==> src/rtl/core/trf_pkg.sv <==
package trf_pkg;

   localparam int unsigned SENSOR_W   = 3;
   localparam int unsigned SAMPLE_W   = 12;
   localparam int unsigned TIME_W     = 32;
   localparam int unsigned INTERVAL_W = 16;
   localparam int unsigned CSR_IDX_W  = 3;
   localparam int unsigned CSR_DATA_W = 16;

   typedef enum logic [CSR_IDX_W-1:0] {
      CSR_LOW_LIMIT       = 3'd0,
      CSR_HIGH_LIMIT      = 3'd1,
      CSR_SPIKE_LIMIT     = 3'd2,
      CSR_DEADBAND        = 3'd3,
      CSR_REPORT_INTERVAL = 3'd4
   } csr_index_type;

   localparam logic signed [SAMPLE_W-1:0] LOW_LIMIT_RESET       = -12'sd480;
   localparam logic signed [SAMPLE_W-1:0] HIGH_LIMIT_RESET      = 12'sd1520;
   localparam logic [SAMPLE_W-1:0]        SPIKE_LIMIT_RESET     = 12'd320;
   localparam logic [SAMPLE_W-1:0]        DEADBAND_RESET        = 12'd2;
   localparam logic [INTERVAL_W-1:0]      REPORT_INTERVAL_RESET = 16'd900;

   typedef struct packed {
      logic signed [SAMPLE_W-1:0] low_limit;
      logic signed [SAMPLE_W-1:0] high_limit;
      logic [SAMPLE_W-1:0]        spike_limit;
      logic [SAMPLE_W-1:0]        deadband;
      logic [INTERVAL_W-1:0]      report_interval;
   } cfg_type;

   typedef struct packed {
      logic [SENSOR_W-1:0]        sensor;
      logic signed [SAMPLE_W-1:0] sample;
      logic [TIME_W-1:0]          now_seconds;
   } item_type;

   typedef struct packed {
      logic signed [SAMPLE_W-1:0] prev_value;
      logic signed [SAMPLE_W-1:0] valid_value;
      logic [TIME_W-1:0]          valid_time;
      logic [TIME_W-1:0]          report_time;
      logic                       err_mark;
   } entry_type;

   typedef struct packed {
      logic                       report;
      logic [SENSOR_W-1:0]        report_sensor;
      logic signed [SAMPLE_W-1:0] report_value;
      logic                       stale;
      logic                       rejected;
   } result_type;

endpackage

==> src/rtl/core/temperature_report_filter.sv <==
// a req transfer passes the input register, then the result register, before rsp_valid rises
// throughput: one reading per cycle while rsp_ready is high; per-sensor state is read and
// written back in the same cycle so a reading of the same sensor in the next cycle sees the update
// reset: synchronous, clears both pipeline valid flags, loads the default thresholds and
// zeroes all per-sensor state at once; csr writes are taken in any cycle outside reset
module temperature_report_filter #(
   parameter int unsigned SENSOR_COUNT = 8
) (
   input  logic                                 clock,
   input  logic                                 reset,
   input  logic                                 req_valid,
   output logic                                 req_ready,
   input  logic [trf_pkg::SENSOR_W-1:0]         req_sensor,
   input  logic signed [trf_pkg::SAMPLE_W-1:0]  req_sample,
   input  logic [trf_pkg::TIME_W-1:0]           req_now_seconds,
   output logic                                 rsp_valid,
   input  logic                                 rsp_ready,
   output logic                                 rsp_report,
   output logic [trf_pkg::SENSOR_W-1:0]         rsp_report_sensor,
   output logic signed [trf_pkg::SAMPLE_W-1:0]  rsp_report_value,
   output logic                                 rsp_stale,
   output logic                                 rsp_rejected,
   input  logic                                 csr_valid,
   output logic                                 csr_ready,
   input  logic [trf_pkg::CSR_IDX_W-1:0]        csr_index,
   input  logic [trf_pkg::CSR_DATA_W-1:0]       csr_data
);

   localparam int unsigned IDX_W = (SENSOR_COUNT > 1) ? $clog2(SENSOR_COUNT) : 1;

   trf_pkg::cfg_type    cfg_ff, cfg_in;
   trf_pkg::item_type   item_ff, item_in;
   logic                in_valid_ff, in_valid_in;
   trf_pkg::result_type result_ff, result_in;
   logic                out_valid_ff, out_valid_in;

   logic                req_xfer;
   logic                advance;
   logic [6:0]          sens_ext;
   logic [IDX_W-1:0]    idx;
   trf_pkg::entry_type  rd_entry;
   trf_pkg::entry_type  upd_entry;
   logic                upd_en;

   // config registers
   assign csr_ready = 1'b1;

   always_comb begin
      cfg_in = cfg_ff;
      if (csr_valid) begin
         case (trf_pkg::csr_index_type'(csr_index))
            trf_pkg::CSR_LOW_LIMIT:       cfg_in.low_limit       = csr_data[11:0];
            trf_pkg::CSR_HIGH_LIMIT:      cfg_in.high_limit      = csr_data[11:0];
            trf_pkg::CSR_SPIKE_LIMIT:     cfg_in.spike_limit     = csr_data[11:0];
            trf_pkg::CSR_DEADBAND:        cfg_in.deadband        = csr_data[11:0];
            trf_pkg::CSR_REPORT_INTERVAL: cfg_in.report_interval = csr_data;
            default:                      cfg_in = cfg_ff;
         endcase
      end
   end

   always_ff @(posedge clock) begin
      if (reset) begin
         cfg_ff.low_limit       <= trf_pkg::LOW_LIMIT_RESET;
         cfg_ff.high_limit      <= trf_pkg::HIGH_LIMIT_RESET;
         cfg_ff.spike_limit     <= trf_pkg::SPIKE_LIMIT_RESET;
         cfg_ff.deadband        <= trf_pkg::DEADBAND_RESET;
         cfg_ff.report_interval <= trf_pkg::REPORT_INTERVAL_RESET;
      end else begin
         cfg_ff <= cfg_in;
      end
   end

   // pipeline control
   assign advance   = in_valid_ff && (!out_valid_ff || rsp_ready);
   assign req_ready = !in_valid_ff || advance;
   assign req_xfer  = req_valid && req_ready;

   assign in_valid_in  = req_xfer ? 1'b1 : (advance ? 1'b0 : in_valid_ff);
   assign out_valid_in = advance ? 1'b1 : (rsp_ready ? 1'b0 : out_valid_ff);

   assign item_in = req_xfer ? {req_sensor, req_sample, req_now_seconds} : item_ff;

   always_ff @(posedge clock) begin
      if (reset) begin
         in_valid_ff  <= 1'b0;
         out_valid_ff <= 1'b0;
      end else begin
         in_valid_ff  <= in_valid_in;
         out_valid_ff <= out_valid_in;
      end
   end

   always_ff @(posedge clock) begin
      item_ff   <= item_in;
      result_ff <= advance ? result_in : result_ff;
   end

   // per-sensor state
   assign sens_ext = {4'b0, item_ff.sensor};
   assign idx      = sens_ext[IDX_W-1:0];

   trf_state #(
      .SENSOR_COUNT (SENSOR_COUNT),
      .IDX_W        (IDX_W)
   ) u_state (
      .clock    (clock),
      .reset    (reset),
      .rd_idx   (idx),
      .rd_entry (rd_entry),
      .wr_en    (advance && upd_en),
      .wr_idx   (idx),
      .wr_entry (upd_entry)
   );

   trf_decide #(
      .SENSOR_COUNT (SENSOR_COUNT)
   ) u_decide (
      .cfg       (cfg_ff),
      .item      (item_ff),
      .entry     (rd_entry),
      .upd_en    (upd_en),
      .upd_entry (upd_entry),
      .result    (result_in)
   );

   assign rsp_valid         = out_valid_ff;
   assign rsp_report        = result_ff.report;
   assign rsp_report_sensor = result_ff.report_sensor;
   assign rsp_report_value  = result_ff.report_value;
   assign rsp_stale         = result_ff.stale;
   assign rsp_rejected      = result_ff.rejected;

endmodule

==> src/rtl/core/trf_state.sv <==
module trf_state #(
   parameter int unsigned SENSOR_COUNT = 8,
   parameter int unsigned IDX_W        = 3
) (
   input  logic                    clock,
   input  logic                    reset,
   input  logic [IDX_W-1:0]        rd_idx,
   output trf_pkg::entry_type      rd_entry,
   input  logic                    wr_en,
   input  logic [IDX_W-1:0]        wr_idx,
   input  trf_pkg::entry_type      wr_entry
);

   trf_pkg::entry_type entry_ff [SENSOR_COUNT];

   always_ff @(posedge clock) begin
      if (reset) begin
         for (int i = 0; i < SENSOR_COUNT; i++) begin
            entry_ff[i] <= '0;
         end
      end else if (wr_en) begin
         entry_ff[wr_idx] <= wr_entry;
      end
   end

   assign rd_entry = entry_ff[rd_idx];

endmodule

==> src/rtl/core/trf_decide.sv <==
module trf_decide #(
   parameter int unsigned SENSOR_COUNT = 8
) (
   input  trf_pkg::cfg_type    cfg,
   input  trf_pkg::item_type   item,
   input  trf_pkg::entry_type  entry,
   output logic                upd_en,
   output trf_pkg::entry_type  upd_entry,
   output trf_pkg::result_type result
);

   logic [6:0]  sens_ext;
   logic        in_range;
   logic [12:0] delta;
   logic [12:0] diff;
   logic        out_of_limits;
   logic        spike;
   logic        good;
   logic        dead_report;
   logic [31:0] since_report;
   logic [31:0] since_valid;
   logic        heartbeat;
   trf_pkg::entry_type nxt;

   assign sens_ext = {4'b0, item.sensor};
   assign in_range = sens_ext < 7'(SENSOR_COUNT);

   assign delta = {entry.prev_value[11], entry.prev_value} - {item.sample[11], item.sample};
   assign diff  = delta[12] ? 13'(-delta) : delta;

   assign out_of_limits = (item.sample < cfg.low_limit) || (item.sample > cfg.high_limit);
   assign spike         = (entry.prev_value != '0) && (diff > {1'b0, cfg.spike_limit});
   assign good          = !(out_of_limits || spike);
   assign dead_report   = good && (diff >= {1'b0, cfg.deadband});

   // heartbeat only against the old report time: a deadband report zeroes the elapsed time
   assign since_report = item.now_seconds - entry.report_time;
   assign heartbeat    = !dead_report && (since_report > {16'd0, cfg.report_interval});

   always_comb begin
      nxt = entry;
      if (good) begin
         nxt.valid_value = item.sample;
         nxt.valid_time  = item.now_seconds;
      end
      if (dead_report) begin
         nxt.prev_value  = item.sample;
         nxt.report_time = item.now_seconds;
         nxt.err_mark    = 1'b0;
      end
      if (heartbeat) begin
         nxt.prev_value  = nxt.valid_value;
         nxt.report_time = item.now_seconds;
         nxt.err_mark    = since_valid >= {16'd0, cfg.report_interval};
      end
   end

   assign since_valid = item.now_seconds - (good ? item.now_seconds : entry.valid_time);

   assign upd_en    = in_range;
   assign upd_entry = nxt;

   always_comb begin
      result.report_sensor = item.sensor;
      if (!in_range) begin
         result.report       = 1'b0;
         result.report_value = '0;
         result.stale        = 1'b0;
         result.rejected     = 1'b1;
      end else begin
         result.report       = dead_report || heartbeat;
         result.report_value = dead_report ? item.sample
                             : (heartbeat ? nxt.valid_value : '0);
         result.stale        = nxt.err_mark;
         result.rejected     = !good;
      end
   end

endmodule

==> config.mk <==
export PLATFORM = sky130hd
export DESIGN_NAME = temperature_report_filter
export DESIGN_NICKNAME = d
export VERILOG_FILES = /design/src/rtl/core/trf_pkg.sv /design/src/rtl/core/temperature_report_filter.sv /design/src/rtl/core/trf_state.sv /design/src/rtl/core/trf_decide.sv
export SDC_FILE = /design/constraint.sdc
export NUM_CORES = 1
export LEC_CHECK = 0
export ABC_AREA = 0
export BUFFER_PORTS_ARGS = -buffer_cell sky130_fd_sc_hd__buf_2
export CORE_ASPECT_RATIO = 1.5
export CORE_UTILIZATION = 25
export DETAILED_ROUTE_END_ITERATION = 6
export GPL_TIMING_DRIVEN = 1
export SLEW_MARGIN = 5
export SYNTH_ARGS = -nofsm -noshare
export SYNTH_HDL_FRONTEND = slang
export SYNTH_SLANG_ARGS = --single-unit
==> constraint.sdc <==
create_clock -name clock -period 14.55 [get_ports clock]
set_input_delay 1.455 -clock clock [delete_from_list [all_inputs] [get_ports clock]]
set_output_delay 1.455 -clock clock [all_outputs]
set_load 0.02 [all_outputs]
# [Word level (Yosys, flattened, before mapping)]
# Memories as Yosys holds them, arrays and structs flattened. A register that Yosys moved wholly into a read port is not among the register bits.
# Index checks and enable logic that the tools add are counted.
[word_totals] regBits=131 latch_bits=0 ramBits=712 n_memories=1 inputBits=71 rom_bits=0 output_inout_bits=21 wordCells=78
[op_classes] n_shift=0 multipliers=0 n_reduce_logical=25 n_addsub=4 bitwise_logic=0 n_div=0 mux=22 order_cmp=7 n_eq_ne=4
[memory_table] memory="u_state.entry_ff" words=8 width=89 read_ports=1 rd_clocked_by_memory_dff=1 write_ports=8 line="trf_state.sv:14" source="trf_pkg::entry_type entry_ff [SENSOR_COUNT];"
[ops] cell="$mux W89" count=1
[ops] cell="$reduce_or A89 Y1" count=1
[ops] cell="$mux W33" count=2
[ops] cell="$sub A32 B32 Y32" count=2
[ops] cell="$mux W12" count=4
[ops] cell="$mux W44" count=1
[ops] cell="$ge A32 B16 Y1" count=1
[ops] cell="$gt A32 B16 Y1" count=1
[ops] cell="$mux W32" count=1
[ops] cell="$ge A13 B12 Y1" count=1
[ops] cell="$gt A13 B12 Y1" count=1
[ops] cell="$mux W13" count=1
[ops] cell="$neg A13 Y13" count=1
[ops] cell="$sub A12 B12 Y13" count=1
[ops] cell="$gt A12 B12 Y1" count=1
[ops] cell="$lt A12 B12 Y1" count=1
[ops] cell="$reduce_bool A12 Y1" count=1
[ops] cell="$mux W1" count=10
[ops] cell="$reduce_and A2 Y1" count=5
[ops] cell="$eq A3 B2 Y1 const B" count=2
[ops] cell="$logic_and A1 B1 Y1" count=6
[ops] cell="$mux W3" count=2
[ops] cell="$logic_or A1 B1 Y1" count=5
[ops] cell="$logic_not A1 Y1" count=4
[ops] cell="other kinds (5)" count=6

# [Longest topological paths before layout]
[depth] ltp_word=12 depth_mapped=58 mapped_depth_nobuf=49

# [Hierarchy]
# From an unflattened synthesis, not the netlist that was laid out.
[hier_totals] cells_unflattened=3454 area_unflattened_um2=44236.2
[by_module_without_submodules] module="trf_state" seq_area_each_um2=21380.5 cells_each=2003 n_inst=1 area_per_inst_um2=31585.3
[by_module_without_submodules] module="trf_decide" seq_area_each_um2=0.0 cells_each=1126 n_inst=1 area_per_inst_um2=7995.2
[by_module_without_submodules] module="temperature_report_filter" seq_area_each_um2=3273.1 cells_each=325 n_inst=1 area_per_inst_um2=4655.7

# [Worst setup path after synthesis]
# OpenSTA, ideal clock, no wires.
[synth_timing] kind="register to register" start="register (tool-made name)" end="memory u_state.entry_ff[0][0] (netlist name), data pin" required_ns=14.276 path_stages_with_launch=58 t_arrival_ns=11.370 setup_slack_ns=2.905 cell_sequence="dfxtp_1 > buf_4 > buf_6 > buf_6 > buf_2 > buf_1 > buf_1 > clkbuf_1 > clkbuf_1 > nand2_1 > o211ai_1 > nand2_1 > ha_1 > or3b_2 > a211oi_1 > a21boi_0 > nor2b_1 > clkbuf_1 > [... 22 more ...] > a21oi_1 > o21ai_0 > o21ai_1 > nor2_1 > xnor2_1 > ha_1 > a21oi_1 > nor2b_1 > o21ai_0 > o311ai_0 > a31oi_1 > o2111ai_1 > a2111oi_0 > o21ai_0 > a41oi_1 > nand4_1 > nor4_4 > nor3b_1"
[synth_rtl] item="to (decl)" line="trf_state.sv:14"

==> results.cfg <==
[grt]
grt_pass1_wl_mm = 186
antenna_found_initial = 20
grt_overflow = 0
grt_pass1_vias = 28600
grt_max_degree = 80
track_usage_pct = 14.5

[clocking]
cts-buffers-inserted = 88
clk_root_buffer_cell = clkbuf_16
postCtsResizedCells = 0
cts_sinks = 846
clock_latency_ns = 0.69
post-cts-setup-buffers = 0
cts-hold-fix-buffers = 0
clk_pin_slew_worst_paths_ns = 0.06
cts_tree = yes
ctsLongestPathBuffers = 3
h-tree-depth = 3

[power_and_ir_drop]
peakVddDrop_mv = 0.0842
switching_share_pct = 31.0
powerDensity_nw_per_um2 = 139
p_sw_w = 0.00208
p_clk_share_pct = 33.4
internal-power_w = 0.00463
power_leakage_nw = 17.6
p_seq_share_pct = 42.1
combPwrFrac_pct = 24.5

[sta]
final.setup.worst_slack_ns = 2.31
fin_crit_sh_pct = 84.1
fin_skew_ns = 0.0411
hold_violations = 0
setup_viol = 0
hold_ws_ns = 0.455
worst_slew_pin_slew_ns = 1.20
grt_setup_unrepaired = no
tns_ns = 0
relSlewSlack_pct = 20.2
period_minus_slack_ns = 12.24
slew_violations = 0
fmax_mhz = 81.7

[finish]
drive_gt1_share_pct = 15.0
final_cell_mix = nor2_1 (826), edfxtp_1 (777), nand2_1 (292)
final_common_cell = nor2_1
areaGrowthSynthToFinish_pct = 13.7
nets = 3780
fin_cells = 5858

[die]
fp.dieH_um = 506
die_w_um = 338
core_area_um2 = 168000
die-area_um2 = 171000
initial_core_util_pct = 25.3
num_io_pins = 92
rows = 184

[placement]
dp_hpwl_mm = 78.4
placed_cells = 5697
place_ws_ns = 2.42
portBuffers = 90
gp_congestion = 0.938

[critical_path]
end_kind = register
reg2reg_setup_slack_ns = 2.31
slowest_delay_ns = 0.78
critPathRequiredTime_ns = 14.93
crit_type = register to register
cp_slowest_cell = dfxtp_4
crit_fanout = 49
r2r_end = u_state.entry_ff[7][0]$_SDFFCE_PN0P_
r2r_cells = 48
worstPathArrival_ns = 12.62
critical_path.endpoint = u_state.entry_ff[7][0]$_SDFFCE_PN0P_
crit_path_start_kind = register

[synthesis]
synth_edf_count = 777
syn-num-nets = 3742
synth_top_area_share_pct = 55.1
avgSynthCellArea_um2 = 12.1
yosysTopAreaCell = edfxtp_1
syn_inst = 3517
ys_seq_area_share_pct = 58.3
yosysWarnings = 0
ys.flop_type = edfxtp_1
netlist_area_um2 = 42400
synth_area_leaders = edfxtp_1 (55%), mux4_2 (9.2%), nor2_1 (7.3%)
async_reset_ff_share_pct = 0
ys_types = 87
ys_ff_latch = 846

[routing]
drt_iter0_markers = 2304
drtAntennaViolNets = 0
vias = 28800
dr.pass1.iters = 5
routedWlPerCell_um = 21.7
finalWirelength_mm = 127
vias_per_cell = 4.91
drc = 0

[outcome]
status = completed

[worst_hold_path]
worst_hold_path_type = register to register

[run]
maxCapViolCount = 0
==> logic make-up after synthesis <==
| group | synth area share [%] |
|---|---|
| flip-flops | 58.3 |
| buffers and inverters | 3.01 |
| XOR/XNOR | 1.20 |
| adder cells (fa/ha/maj) | 4.65 |
| AND/OR/NAND/NOR | 13.8 |
| other | 0.00885 |
| AO/OA/AOI/OAI | 7.04 |
| multiplexers | 12.0 |
==> registers in the layout, indices dropped and copies added (netlist names), named ones only <==
register	count
u_state.entry_ff	712
cfg_ff	64
item_ff	44
rsp_report_value	12
idx	3
rsp_report_sensor	3
in_valid_ff	1
rsp_rejected	1
rsp_report	1
rsp_stale	1
rsp_valid	1
==> worst max-delay path, delay by kind of cell, from the launching register on <==
kind	cells	cell delay [ns]
adders and majority gates	5	1.53
muxes	2	0.88
xor gates and xnor gates	3	0.58
and+or+nand+nor	11	2.38
buffers and inverters	2	0.12
DFF	1	0.78
AOI/OAI and AO/OA	25	5.54
==> worst min path at each step <==
stage,end,cells after the start,from
final,cfg_ff[38]$_SDFFE_PP0P_,2,cfg_ff[38]$_SDFFE_PP0P_
after global routing,cfg_ff[54]$_SDFFE_PP0P_,2,cfg_ff[54]$_SDFFE_PP0P_
after CTS,cfg_ff[38]$_SDFFE_PP0P_,2,cfg_ff[38]$_SDFFE_PP0P_
after detailed placement,cfg_ff[38]$_SDFFE_PP0P_,2,cfg_ff[38]$_SDFFE_PP0P_
after global placement,cfg_ff[26]$_SDFFE_PP0P_,2,cfg_ff[26]$_SDFFE_PP0P_
after floorplan,cfg_ff[10]$_SDFFE_PP0P_,2,cfg_ff[10]$_SDFFE_PP0P_
==> cells in the mapped netlist (16+ instances only) <==
master,n
a211o_1,16
a21o_1,44
a21oi_1,139
buf_1,19
buf_2,22
clkbuf_1,135
dfxtp_1,69
edfxtp_1,777
ha_1,151
inv_1,144
mux2_2,56
mux2i_1,53
mux4_2,174
nand2_1,298
nand2b_1,32
nand3_1,63
nand4_1,19
nor2_1,826
nor2b_1,22
nor3_1,37
o21a_1,23
o21ai_0,67
o21ai_1,38
xnor2_1,32
xor2_1,26
==> through the flow <==
stage          instance area, um^2  util (%)  power (W)
2_1_floorplan                42400         -    0.00402
3_3_place_gp                 45400      27.0    0.00450
3_5_place_dp                 45400      27.0    0.00451
4_1_cts                      48200      28.7    0.00674
5_1_grt                      48200      28.7    0.00699
6_report                     48200      28.7    0.00671
==> metal layers <==
| layer | wire, um | vias up | track usage (%) | share of wire [%] |
|---|---|---|---|---|
| met3 | 8050 | 217 | 2.11 | 6.3 |
| met4 | 3830 | 26 | 5.21 | 3.0 |
| met5 | 183 | - | 0 | 0.14 |
| met2 | 64200 | 1035 | 25.7 | 51 |
| met1 | 50700 | 14600 | 17.7 | 40 |
| li1 | - | 12900 | - | - |
==> power groups by stage <==
stage	clock network, W	logic (W)	registers [W]
after global routing	0.00236	0.00180	0.00283
after global placement	0	0.00163	0.00287
final	0.00224	0.00164	0.00283
after CTS	0.00227	0.00165	0.00283
after detailed placement	0	0.00164	0.00288
after floorplan	0	0.00117	0.00285
==> layout make-up <==
type,count,area (um^2)
Fill cell,17100,120000
Clock buffer,114,2390
Antenna cell,7,17.5
Tap cell,2232,2790
Inverter,145,547
Timing Repair Buffer,129,768
Sequential cell,846,24700
Multi-Input combinational cell,2345,16500
Clock inverter,40,414
Power figures use the tool's default switching activity.
